### config.mk
export PLATFORM = sky130hd
export DESIGN_NAME = sotd_regs_flat
export DESIGN_NICKNAME = d
export VERILOG_FILES = /design/src/hw/rtl/sotd_pkg.sv /design/src/hw/rtl/sotd_cfg_if.sv /design/src/hw/rtl/sotd_regs.sv /design/src/flat_wrapper.sv
export SDC_FILE = /design/constraint.sdc
export NUM_CORES = 1
export LEC_CHECK = 0
export BUFFER_PORTS_ARGS = -buffer_cell sky130_fd_sc_hd__buf_2
export CAP_MARGIN = 15
export CORE_UTILIZATION = 53
export CTS_CLUSTER_DIAMETER = 30
export DETAILED_ROUTE_END_ITERATION = 8
export GPL_TIMING_DRIVEN = 0
export PLACE_DENSITY_LB_ADDON = 0.25
export SLEW_MARGIN = 10
export SYNTH_ARGS = -nofsm -noshare
export SYNTH_HDL_FRONTEND = slang
export SYNTH_SLANG_ARGS = --single-unit
### constraint.sdc
create_clock -name clk_i -period 1.7 [get_ports clk_i]
set_input_delay 0.34 -clock clk_i [delete_from_list [all_inputs] [get_ports clk_i]]
set_output_delay 0.34 -clock clk_i [all_outputs]
set_load 0.1 [all_outputs]
### src/hw/rtl/sotd_pkg.sv
// Shared types and constants of the second-order tracking differentiator.
`default_nettype none

package sotd_pkg;

  localparam int unsigned Q_W        = 32;  // Q16.16 position and velocity
  localparam int unsigned COEF_W     = 31;  // omega, zeta, limit
  localparam int unsigned DT_W       = 32;  // Q0.32 time step
  localparam int unsigned CFG_IDX_W  = 8;
  localparam int unsigned CFG_DATA_W = 32;
  localparam int unsigned MUL_OP_W   = 64;
  localparam int unsigned MUL_PROD_W = 96;
  localparam int unsigned ACC_W      = 61;  // signed, magnitude up to 2^60-1
  localparam int unsigned DIV_STEPS  = 32;

  localparam logic [59:0] ACC_MAX = 60'hFFF_FFFF_FFFF_FFFF;

  localparam logic [CFG_IDX_W-1:0] REG_NATURAL_FREQ   = 8'd0;
  localparam logic [CFG_IDX_W-1:0] REG_DAMPING_RATIO  = 8'd1;
  localparam logic [CFG_IDX_W-1:0] REG_VELOCITY_LIMIT = 8'd2;
  localparam logic [CFG_IDX_W-1:0] REG_TIME_STEP      = 8'd3;

  localparam logic [DT_W-1:0] TIME_STEP_RST = 32'd4294967;

  typedef enum logic [1:0] {
    MSH_Q15,
    MSH_Q16,
    MSH_Q32
  } mul_shift_e;

  typedef struct packed {
    logic [COEF_W-1:0] natural_freq;
    logic [COEF_W-1:0] damping_ratio;
    logic [COEF_W-1:0] velocity_limit;
    logic [DT_W-1:0]   time_step;
  } cfg_t;

  typedef struct packed {
    logic                       start;
    logic signed [MUL_OP_W-1:0] a;
    logic signed [MUL_OP_W-1:0] b;
    mul_shift_e                 shift;
  } mul_req_t;

  typedef struct packed {
    logic                    done;
    logic signed [ACC_W-1:0] res;
  } mul_rsp_t;

  typedef struct packed {
    logic              start;
    logic [COEF_W-1:0] num;
    logic [COEF_W-1:0] den;
  } div_req_t;

  typedef struct packed {
    logic                 done;
    logic [DIV_STEPS-1:0] quo;
  } div_rsp_t;

endpackage

`default_nettype wire

### src/hw/rtl/sotd_cfg_if.sv
// Configuration write channel.
`default_nettype none

interface sotd_cfg_if;
  logic                             valid;
  logic                             ready;
  logic [sotd_pkg::CFG_IDX_W-1:0]   index;
  logic [sotd_pkg::CFG_DATA_W-1:0]  data;

  modport source (output valid, output index, output data, input ready);
  modport sink   (input valid, input index, input data, output ready);
endinterface

`default_nettype wire

### src/hw/rtl/sotd_regs.sv
// Configuration register file.
`default_nettype none

module sotd_regs (
  input  logic             clk_i,
  input  logic             rst_ni,
  sotd_cfg_if.sink         cfg_i,
  output sotd_pkg::cfg_t   cfg_o
);

  sotd_pkg::cfg_t cfg_q;

  assign cfg_i.ready = 1'b1;
  assign cfg_o       = cfg_q;

  always_ff @(posedge clk_i or negedge rst_ni) begin
    if (!rst_ni) begin
      cfg_q.natural_freq   <= '0;
      cfg_q.damping_ratio  <= '0;
      cfg_q.velocity_limit <= '0;
      cfg_q.time_step      <= sotd_pkg::TIME_STEP_RST;
    end else if (cfg_i.valid) begin
      unique case (cfg_i.index)
        sotd_pkg::REG_NATURAL_FREQ:   cfg_q.natural_freq   <= cfg_i.data[sotd_pkg::COEF_W-1:0];
        sotd_pkg::REG_DAMPING_RATIO:  cfg_q.damping_ratio  <= cfg_i.data[sotd_pkg::COEF_W-1:0];
        sotd_pkg::REG_VELOCITY_LIMIT: cfg_q.velocity_limit <= cfg_i.data[sotd_pkg::COEF_W-1:0];
        sotd_pkg::REG_TIME_STEP:      cfg_q.time_step      <= cfg_i.data[sotd_pkg::DT_W-1:0];
        default: ;
      endcase
    end
  end

endmodule

`default_nettype wire

### src/flat_wrapper.sv
// flat-port wrapper written by rule: the top's interface ports become plain ports
module sotd_regs_flat 
  (clk_i, rst_ni, cfg_o, cfg_i_valid, cfg_i_index, cfg_i_data, cfg_i_ready);
  sotd_cfg_if cfg_i_i ();
  input  logic clk_i;
  input  logic rst_ni;
  output sotd_pkg::cfg_t cfg_o;
  input wire logic [$bits(cfg_i_i.valid)-1:0] cfg_i_valid;
  input wire logic [$bits(cfg_i_i.index)-1:0] cfg_i_index;
  input wire logic [$bits(cfg_i_i.data)-1:0] cfg_i_data;
  output wire logic [$bits(cfg_i_i.ready)-1:0] cfg_i_ready;
  assign cfg_i_i.valid = cfg_i_valid;
  assign cfg_i_i.index = cfg_i_index;
  assign cfg_i_i.data = cfg_i_data;
  assign cfg_i_ready = cfg_i_i.ready;
  sotd_regs u_core (.clk_i(clk_i), .rst_ni(rst_ni), .cfg_i(cfg_i_i), .cfg_o(cfg_o));
endmodule
After elaboration in Yosys (flattened, before gate mapping)
Cells that the tools add are included.

word-level totals
  bits in registers = 125
  latch bits = 0
  memory bits (writable) = 0
  memory bits (read-only) = 0
  input bits = 43
  output and inout port bits = 126
  logic and storage cells = 12
  memories = 0

operators by class
  $add $sub $neg = 0
  multiply operators = 0
  divide/modulo/power cells = 0
  order comparisons = 0
  equality and inequality tests = 3
  shift-type cells = 0
  multiplexer cells = 0
  bitwise operators = 0
  reduce and logical (&&, ||, !) cells = 5

operator list
  kind                  number
  $eq A8 B2 Y1 const B  2
  $eq A8 B1 Y1 const B  1
  $logic_not A8 Y1      1
  $reduce_and A2 Y1     4

Longest topological paths before layout
Gate-level depths: netlist (run 1).

  depth after elaboration = 2
  mapped depth = 5
  gate-level depth less buffers = 3

Worst setup path before layout (run 1)
Ideal clock, no wire load.

  kind = in2reg
  from = input cfg_i_index[6]
  to = register u_core.cfg_q (netlist bit u_core.cfg_o[32])
  library setup time = 0.125 ns
  arrival = 1.449 ns
  required time = 1.575 ns
  path slack = 0.125 ns
  stages on the path = 5
  path buffers = 2
  cells stage by stage = nor4b_4 and4b_1 buf_2 buf_4 mux2_2

between the ends
  word-level cells in the longest chain between the ends = 2

ends and longest elaborated chain
  what                                RTL line           source
  start, declared                     flat_wrapper.sv:9  input wire logic [$bits(cfg_i_i.index)-1:0] cfg_i_index;
  $eq A8 B2 Y1                        sotd_regs.sv:23    unique case (cfg_i.index)
  $reduce_and A2 Y1 (no source line)  n/a
  end, declared                       sotd_regs.sv:11    sotd_pkg::cfg_t cfg_q;

Every way passes these cells.
A chain may end at the register's enable or synchronous reset.

Worst setup path in the final report (run 1)
  from = register u_core.cfg_q (netlist bit u_core.cfg_o[1])
  to = output cfg_o[1] in the netlist's numbering

RTL lines
  what           RTL line           source
  end, declared  flat_wrapper.sv:7  output sotd_pkg::cfg_t cfg_o;

No word-level cell between the ends.

==> results.py, run 1 <==
metrics = {
    "setup_path": {
        "crit-reg2reg-launch": "u_core.cfg_o[37]$_DFFE_PN0P_",
        "crit_slowest_cell": "dfstp_2",
        "critical_path.endpoint_type": "output pin",
        "cp-start-kind": "flop",
        "rrSetupSlack_ns": 0.92,
        "worstPathArrival_ns": 1.31,
        "critPathTopFamily": "flip-flops",
        "cp.required_ns": 1.36,
        "reg2reg_to": "u_core.cfg_o[37]$_DFFE_PN0P_",
        "reg2regPathDepth": 1,
        "critPathKind": "flop to output pin",
        "cp_slowest_stage_delay_ns": 0.53,
        "crit_cells": 1,
        "cp_max_fo": 2,
        "path_buf_inv": 1,
        "path_cells": "buf_4",
    },
    "routing": {
        "drc_errors": 0,
        "drt_iter0_drc": 76,
        "wire_per_inst_um": 17.1,
        "wirelength_um": 9900,
        "first_pass_iters": 6,
        "viasPerCell": 5.03,
        "antenna_left": 0,
        "vias": 2919,
    },
    "sta": {
        "period_share_pct": 97.1,
        "worstMarginPinSlew_ns": 0.587,
        "fin_setup_tns_ns": 0,
        "fmax_mhz": 606,
        "drv_slew": 0,
        "setup_viol": 0,
        "period_needed_ns": 1.65,
        "finClkSkew_ns": 0,
        "rsz0062_at_grt": "false",
        "finalHoldViolations": 0,
        "whs_ns": 0.0785,
        "slew_headroom_pct": 60.9,
    },
    "floorplan": {
        "dieHeight_um": 96.2,
        "dieArea_um2": 9260,
        "initial_core_util_pct": 54.2,
        "io_pins": 169,
        "rows": 34,
        "die_w_um": 96.2,
        "core-area_um2": 8680,
    },
    "synthesis": {
        "synth_area_um2": 4710,
        "syn_avg_cell_area_um2": 17.4,
        "ys_seq_elements": 125,
        "syn_nets": 314,
        "ys_warn_count": 0,
        "synthCells": 271,
        "ys_seq_area_share_pct": 66.7,
        "yosysUniqueCellTypes": 13,
    },
    "clocking": {
        "clock_sinks": 125,
        "clkLatencyLatePin_ns": 0.49,
        "cts_buffers": 17,
        "root_buffer": "clkbuf_8",
        "cts_tree": "done",
        "htree_levels": 4,
        "clockBufferDepth": 2,
        "cts_setup_buffers": 0,
        "clkSlewWorstSetupHoldPaths_ns": 0.06,
    },
    "finish": {
        "fin_nets": 502,
        "drive_gt1_share_pct": 73.5,
        "diodes": 0,
        "syn2layout_area_growth_pct": 35.4,
        "stdcell_area_um2": 6370,
        "post-route-util_pct": 73.4,
        "largest_reg_flops": 125,
    },
    "grt": {
        "antenna_found_initial": 0,
        "grt_max_degree": 64,
        "grt_pass1_wl_um": 14600,
        "grt_pass1_vias": 2925,
        "grt_usage_pct": 21.7,
        "overflow": 0,
    },
    "place": {
        "globalplace.congestion": 0.707,
        "dpl.hpwl_um": 6890,
        "place_area_um2": 5710,
        "port_buffers": 167,
    },
    "run": {
        "drv_cap": 0,
    },
    "pwr": {
        "p_leak_nw": 3.63,
        "powerDensity_nw_per_um2": 1330,
        "irDropWorstVdd_mv": 1.07,
    },
    "run_status": {
        "outcome": "finished, final reports clean",
    },
    "min_path": {
        "min_from": "cfg_i_data[31]",
        "holdPathEnd": "u_core.cfg_o[31]$_DFFE_PN0P_",
        "hp-class": "input pin to flop",
        "whs_path_depth": 2,
    },
}
==> kinds of logic after synthesis <==
| logic type | count (synthesis) | synth area share [%] |
|---|---|---|
| other | 1 | 0.0797 |
| buffers and inverters | 14 | 1.86 |
| flip-flops | 125 | 66.7 |
| multiplexers | 125 | 29.9 |
| AND/OR/NAND/NOR | 6 | 1.41 |
==> layer usage <==
metal  part of all wire (%)  global-route usage, %  vias to the layer above  routed length [um]
li1                       -                      -                     1346                   -
met1                     43                   27.7                     1462                4230
met2                     49                   33.9                      103                4830
met3                    7.3                   7.50                        8                 724
met4                    1.1                   8.58                        0                 104
met5                      0                      0                        -                   0
==> cell usage in the layout, fill, tap and decap left out <==
master	count
bufinv_16	4
dlygate4sd3_1	1
nor3_1	1
and4bb_2	1
mux2_1	3
nand4_1	1
clkbuf_16	16
clkinv_4	3
clkinv_2	1
nand4b_1	1
nor4b_4	1
dfstp_2	10
buf_16	1
mux2_2	122
inv_6	1
buf_4	16
dfrtp_1	115
clkbuf_8	2
buf_6	2
conb_1	1
clkbuf_1	1
buf_2	163
and4b_1	1
clkinvlp_4	4
==> area by class of cell <==
| cell class | count | area (um^2) |
|---|---|---|
| Clock buffer | 19 | 432 |
| Tap cell | 108 | 135 |
| Multi-Input combinational cell | 132 | 1480 |
| Timing Repair Buffer | 169 | 908 |
| Clock inverter | 13 | 190 |
| Buffer | 14 | 87.6 |
| Fill cell | 594 | 2310 |
| Sequential cell | 125 | 3140 |
==> report_power, final <==
group / leakage, nW / switching (mW) / total [mW] / internal [mW]
clock: 0.291 / 1.29 / 3.72 / 2.43
combinational: 1.65 / 1.28 / 1.53 / 0.255
sequential: 1.69 / 0.0667 / 3.19 / 3.13
==> how the worst max path moves through the flow <==
stage	slack [ns]	startpoint	to
after floorplan	0.13	cfg_i_index[6]	u_core.cfg_o[32]$_DFFE_PN0P_
after global placement	-1.15	rst_ni	u_core.cfg_o[111]$_DFFE_PN0P_
after detailed placement	-0.21	cfg_i_index[5]	u_core.cfg_o[104]$_DFFE_PN0P_
after CTS	0.01	u_core.cfg_o[5]$_DFFE_PN1P_	cfg_o[5]
after global routing	0.007	u_core.cfg_o[15]$_DFFE_PN1P_	cfg_o[15]
final	0.05	u_core.cfg_o[1]$_DFFE_PN1P_	cfg_o[1]
==> repair_timing <==
action | CTS | global route
hold buffers | 1 | 0
setup endpoints to repair | 10 | 1
hold endpoints to repair | 57 | 0
gates resized for setup | 10 | 1
==> cell usage after synthesis <==
master,count,area share (%)
nand4_1,1,0.13
and4bb_2,1,0.27
conb_1,1,0.080
dfstp_2,10,5.6
and4b_1,1,0.21
buf_2,7,0.74
dfrtp_1,115,61
nand4b_1,1,0.19
nor3_1,1,0.11
nor4b_4,1,0.51
buf_4,7,1.1
mux2_1,3,0.72
mux2_2,122,29
==> through the flow <==
step	total power, mW	setup WS, ns	std cells
floorplan	4.44	0.125	271
global placement	4.74	-1.15	546
detailed placement	4.77	-0.214	547
CTS	8.53	0.0144	580
global route	8.71	0.00690	580
finish	8.45	0.0492	580
No activity file was read; power rests on OpenSTA's default activity.
==> inputs of run 2 (changes only) <==
--- a/config.mk
+++ b/config.mk
@@ -7,6 +7,7 @@
 export LEC_CHECK = 0
 export BUFFER_PORTS_ARGS = -buffer_cell sky130_fd_sc_hd__buf_2
 export CAP_MARGIN = 15
+export CORE_ASPECT_RATIO = 0.7
 export CORE_UTILIZATION = 53
 export CTS_CLUSTER_DIAMETER = 30
 export DETAILED_ROUTE_END_ITERATION = 8
==> results.py, run 2 (synthesis results as in run 1) <==
metrics = {
    "finish": {
        "largest_reg_flops": 125,
        "drive_gt1_share_pct": 71.6,
        "syn2layout_area_growth_pct": 33.0,
        "fin_nets": 502,
        "diodes": 0,
        "layout_commonest_cell": "buf_2",
        "layout_common_cells": "163 x buf_2, 122 x mux2_2, 115 x dfrtp_1, 17 x clkbuf_16, 12 x buf_4",
    },
    "floorplan": {
        "rows": 28,
        "dieArea_um2": 9270,
        "dieHeight_um": 80.8,
        "initial_core_util_pct": 55.0,
        "core-area_um2": 8550,
        "die_w_um": 115,
        "io_pins": 169,
    },
    "grt": {
        "antenna_found_initial": 0,
        "overflow": 0,
        "grt_pass1_wl_um": 15900,
        "grt_max_degree": 76,
        "grt_usage_pct": 23.7,
        "grt_pass1_vias": 3066,
    },
    "clocking": {
        "cts_tree": "done",
        "cts_setup_buffers": 0,
        "htree_levels": 4,
        "clockBufferDepth": 2,
        "cts_buffers": 17,
        "root_buffer": "clkbuf_16",
        "clock_sinks": 125,
        "clkSlewWorstSetupHoldPaths_ns": 0.05,
        "clkLatencyLatePin_ns": 0.40,
    },
    "setup_path": {
        "critPathKind": "flop to output pin",
        "crit_slowest_cell": "dfstp_2",
        "path_cells": "clkbuf_4",
        "reg2reg_to": "u_core.cfg_o[98]$_DFFE_PN0P_",
        "rrSetupSlack_ns": 0.90,
        "cp_slowest_stage_delay_ns": 0.53,
        "reg2regPathDepth": 1,
        "critPathTopFamily": "flip-flops",
        "path_buf_inv": 1,
        "cp.required_ns": 1.36,
        "cp_max_fo": 2,
        "cp-start-kind": "flop",
        "crit-reg2reg-launch": "u_core.cfg_o[98]$_DFFE_PN0P_",
        "worstPathArrival_ns": 1.27,
        "critical_path.endpoint_type": "output pin",
    },
    "min_path": {
        "min_from": "cfg_i_data[31]",
        "whs_path_depth": 2,
        "hp-class": "input pin to flop",
        "holdPathEnd": "u_core.cfg_o[31]$_DFFE_PN0P_",
    },
    "sta": {
        "worstMarginPinSlew_ns": 0.512,
        "finClkSkew_ns": 0,
        "drv_slew": 0,
        "rsz0062_at_grt": "false",
        "fin_ws_ns": 0.0943,
        "fmax_mhz": 623,
        "period_needed_ns": 1.61,
        "period_share_pct": 94.5,
        "finalHoldViolations": 0,
        "slew_headroom_pct": 66.1,
        "whs_ns": 0.173,
        "setup_viol": 0,
    },
    "routing": {
        "vias": 2987,
        "antenna_left": 0,
        "first_pass_iters": 4,
        "wirelength_um": 10300,
        "wire_per_inst_um": 17.4,
        "viasPerCell": 5.05,
        "drc_errors": 0,
        "drt_iter0_drc": 115,
    },
    "pwr": {
        "irDropWorstVdd_mv": 0.880,
        "p_leak_nw": 3.58,
        "p_seq_share_pct": 41.2,
        "switching_power_mw": 2.50,
        "netSwitchingFraction_pct": 32.2,
        "p_int_mw": 5.27,
        "combPwrFrac_pct": 19.8,
        "powerDensity_nw_per_um2": 1240,
        "clkPwrFrac_pct": 39.1,
    },
    "place": {
        "dp_slack_ns": -0.234,
        "globalplace.congestion": 0.748,
        "dpl.hpwl_um": 7130,
        "port_buffers": 167,
    },
    "run": {
        "drv_cap": 0,
    },
    "run_status": {
        "outcome": "finished, final reports clean",
    },
}
[run 2: cell types whose count changed in the layout (fill, tap and decap cells not counted), sizes merged]
cell	change
clkinvlp	-4
clkbuf	+14
bufinv	-4
inv	-1
buf	-5
[run 2: repair_timing]
item / CTS / global route
endpoints found under the setup margin: 5 / 5
hold buffers: 1 / 0
endpoints found under the hold margin: 46 / 0
resized for setup: 5 / 5
[run 2: final cells by class]
| cell class | count | area [um^2] |
|---|---|---|
| Sequential cell | 125 | 3140 |
| Fill cell | 605 | 2290 |
| Multi-Input combinational cell | 132 | 1480 |
| Timing Repair Buffer | 169 | 905 |
| Clock buffer | 28 | 477 |
| Tap cell | 120 | 150 |
| Buffer | 14 | 87.6 |
| Clock inverter | 4 | 20.0 |
[run 2: stage by stage]
stage | cell area (um^2) | TNS [ns] | utilization [%] | cells | total power, mW
detailed placement | 5730 | -18.44 | 67.0 | 559 | 4.78
global placement | 5690 | -151.77 | 66.6 | 558 | 4.74
finish | 6260 | 0 | 73.2 | 592 | 7.77
global route | 6260 | 0 | 73.2 | 592 | 8.01
floorplan | 4710 | 0 | - | 271 | 4.44
CTS | 6240 | 0 | 73.1 | 592 | 7.83
[run 2: power by group through the flow]
stage	sequential, mW	combinational, mW	clock (mW)
after global routing	3.22	1.59	3.21
after floorplan	4.29	0.146	0
after CTS	3.20	1.54	3.09
after detailed placement	3.25	1.53	0
final	3.20	1.54	3.04
after global placement	3.24	1.51	0
[run 2: metal layers]
| layer | global-route usage, % | vias up | wire, um | part of all wire, % |
|---|---|---|---|---|
| met5 | 0 | - | 0 | 0 |
| met4 | 9.09 | 0 | 125 | 1.2 |
| met3 | 9.63 | 12 | 792 | 7.7 |
| met2 | 39.0 | 105 | 5090 | 50 |
| met1 | 28.1 | 1520 | 4270 | 42 |
| li1 | - | 1350 | - | - |
[run 2: how the worst max path moves through the flow]
stage                                            from                            to  cells after the start
after global placement                         rst_ni  u_core.cfg_o[20]$_DFFE_PN0P_                      1
after detailed placement               cfg_i_index[5]  u_core.cfg_o[44]$_DFFE_PN0P_                      6
after floorplan                        cfg_i_index[6]  u_core.cfg_o[32]$_DFFE_PN0P_                      5
after global routing      u_core.cfg_o[5]$_DFFE_PN1P_                      cfg_o[5]                      1
final                     u_core.cfg_o[5]$_DFFE_PN1P_                      cfg_o[5]                      1
after CTS                 u_core.cfg_o[5]$_DFFE_PN1P_                      cfg_o[5]                      1
==> inputs of run 3 (changes only) <==
--- a/config.mk
+++ b/config.mk
@@ -8,6 +8,7 @@
 export BUFFER_PORTS_ARGS = -buffer_cell sky130_fd_sc_hd__buf_2
 export CAP_MARGIN = 15
 export CORE_ASPECT_RATIO = 0.7
+export CORE_MARGIN = 5
 export CORE_UTILIZATION = 53
 export CTS_CLUSTER_DIAMETER = 30
 export DETAILED_ROUTE_END_ITERATION = 8
==> results.py, run 3 (synthesis results as in run 1) <==
metrics = {
    "routing": {
        "wirelength_um": 10800,
        "drc_errors": 0,
        "vias": 2984,
        "antenna_left": 0,
        "first_pass_iters": 5,
        "viasPerCell": 5.04,
        "drt_iter0_drc": 152,
        "wire_per_inst_um": 18.2,
    },
    "clocking": {
        "clkLatencyLatePin_ns": 0.40,
        "cts_buffers": 17,
        "cts_setup_buffers": 0,
        "root_buffer": "clkbuf_16",
        "htree_levels": 4,
        "cts_tree": "done",
        "clockBufferDepth": 2,
        "clock_sinks": 125,
        "clkSlewWorstSetupHoldPaths_ns": 0.05,
    },
    "finish": {
        "layout_common_cells": "163 x buf_2, 122 x mux2_2, 115 x dfrtp_1, 17 x clkbuf_16, 15 x buf_4",
        "syn2layout_area_growth_pct": 35.5,
        "multi_input_area_um2": 1480,
        "stdcell_area_um2": 6370,
        "drive_gt1_share_pct": 72.9,
        "diodes": 0,
        "n_fill_cell": 585,
        "ff_latch_area_um2": 3140,
        "fin_nets": 502,
        "largest_reg_flops": 125,
        "post-route-util_pct": 74.6,
        "layout_commonest_cell": "buf_2",
    },
    "pwr": {
        "powerDensity_nw_per_um2": 1320,
        "irDropWorstVdd_mv": 1.04,
        "p_leak_nw": 3.64,
    },
    "setup_path": {
        "cp_slowest_stage_delay_ns": 0.52,
        "reg2regPathDepth": 1,
        "cp_max_fo": 2,
        "critPathTopFamily": "flip-flops",
        "critPathKind": "flop to output pin",
        "crit_slowest_cell": "dfstp_2",
        "path_cells": "clkbuf_4",
        "critical_path.endpoint_type": "output pin",
        "path_buf_inv": 1,
        "cp-start-kind": "flop",
        "rrSetupSlack_ns": 0.92,
        "worstPathArrival_ns": 1.24,
        "crit-reg2reg-launch": "u_core.cfg_o[45]$_DFFE_PN0P_",
        "cp.required_ns": 1.36,
        "reg2reg_to": "u_core.cfg_o[45]$_DFFE_PN0P_",
    },
    "place": {
        "port_buffers": 167,
        "place_area_um2": 5730,
        "dpl.hpwl_um": 7800,
        "dp_slack_ns": -0.204,
        "globalplace.congestion": 0.782,
    },
    "sta": {
        "drv_slew": 0,
        "finalHoldViolations": 0,
        "period_needed_ns": 1.58,
        "whs_ns": 0.168,
        "slew_headroom_pct": 57.5,
        "period_share_pct": 93.0,
        "worstMarginPinSlew_ns": 0.638,
        "finClkSkew_ns": 0,
        "fin_ws_ns": 0.118,
        "setup_viol": 0,
        "fmax_mhz": 632,
        "fin_setup_tns_ns": 0,
        "rsz0062_at_grt": "false",
    },
    "grt": {
        "overflow": 0,
        "grt_usage_pct": 21.7,
        "grt_pass1_wl_um": 17600,
        "antenna_found_initial": 0,
        "grt_max_degree": 71,
        "grt_pass1_vias": 3349,
    },
    "floorplan": {
        "dieHeight_um": 88.8,
        "io_pins": 169,
        "dieArea_um2": 10900,
        "rows": 28,
        "core-area_um2": 8550,
        "die_w_um": 123,
        "initial_core_util_pct": 55.0,
    },
    "min_path": {
        "hp-class": "input pin to flop",
        "holdPathEnd": "u_core.cfg_o[31]$_DFFE_PN0P_",
        "min_from": "cfg_i_data[31]",
        "whs_path_depth": 2,
    },
    "run_status": {
        "outcome": "finished, final reports clean",
    },
    "run": {
        "drv_cap": 0,
    },
}
-- run 3: changes by cell type in the layout (fill, tap and decap cells not counted) --
| cell | previous run | this run |
|---|---|---|
| clkbuf_8 | 1 | 5 |
| clkbuf_4 | 5 | 2 |
| bufinv_16 | 0 | 3 |
| clkbuf_1 | 10 | 4 |
| clkinv_2 | 4 | 3 |
| buf_4 | 12 | 15 |
-- run 3: how the worst max path moves through the flow --
stage | start | end | slack, ns | cells after the start
2_1_floorplan | cfg_i_index[6] | u_core.cfg_o[32]$_DFFE_PN0P_ | 0.13 | 5
3_3_place_gp | rst_ni | u_core.cfg_o[111]$_DFFE_PN0P_ | -1.16 | 1
3_5_place_dp | cfg_i_index[6] | u_core.cfg_o[54]$_DFFE_PN0P_ | -0.20 | 6
4_1_cts | u_core.cfg_o[15]$_DFFE_PN1P_ | cfg_o[15] | 0.003 | 1
5_1_grt | u_core.cfg_o[4]$_DFFE_PN1P_ | cfg_o[4] | 0.07 | 1
6_report | u_core.cfg_o[15]$_DFFE_PN1P_ | cfg_o[15] | 0.12 | 1
-- run 3: timing repair --
action	4_1_cts	5_1_grt
endpoints found under the hold margin	63	0
gates resized for setup	8	2
endpoints found under the setup margin	8	2
hold buffers	1	0
-- run 3: per-stage QoR --
stage	total power [mW]	std cells
6_report	8.44	592
5_1_grt	8.75	592
4_1_cts	8.51	592
3_5_place_dp	4.79	559
3_3_place_gp	4.75	558
2_1_floorplan	4.44	271
-- run 3: routing by layer --
layer | vias up | routed length (um) | track usage (%)
met5 | - | 0 | 0
met4 | 0 | 161 | 8.54
met3 | 18 | 888 | 8.24
met2 | 103 | 5390 | 36.5
met1 | 1523 | 4320 | 25.6
li1 | 1340 | - | -
-- run 3: area by class of cell --
class / count / share of cell area, %
buffer: 14 / 1.37
clock inverter: 6 / 1.65
clock buffer: 26 / 7.99
sequential: 125 / 49.3
multi-input combinational: 132 / 23.2
timing repair buffer: 169 / 14.2
tap: 120 / 2.36
-- run 3: where the power goes --
part,internal (mW),switching (mW)
sequential,3.13,0.0711
clock,2.49,1.20
combinational,0.254,1.29
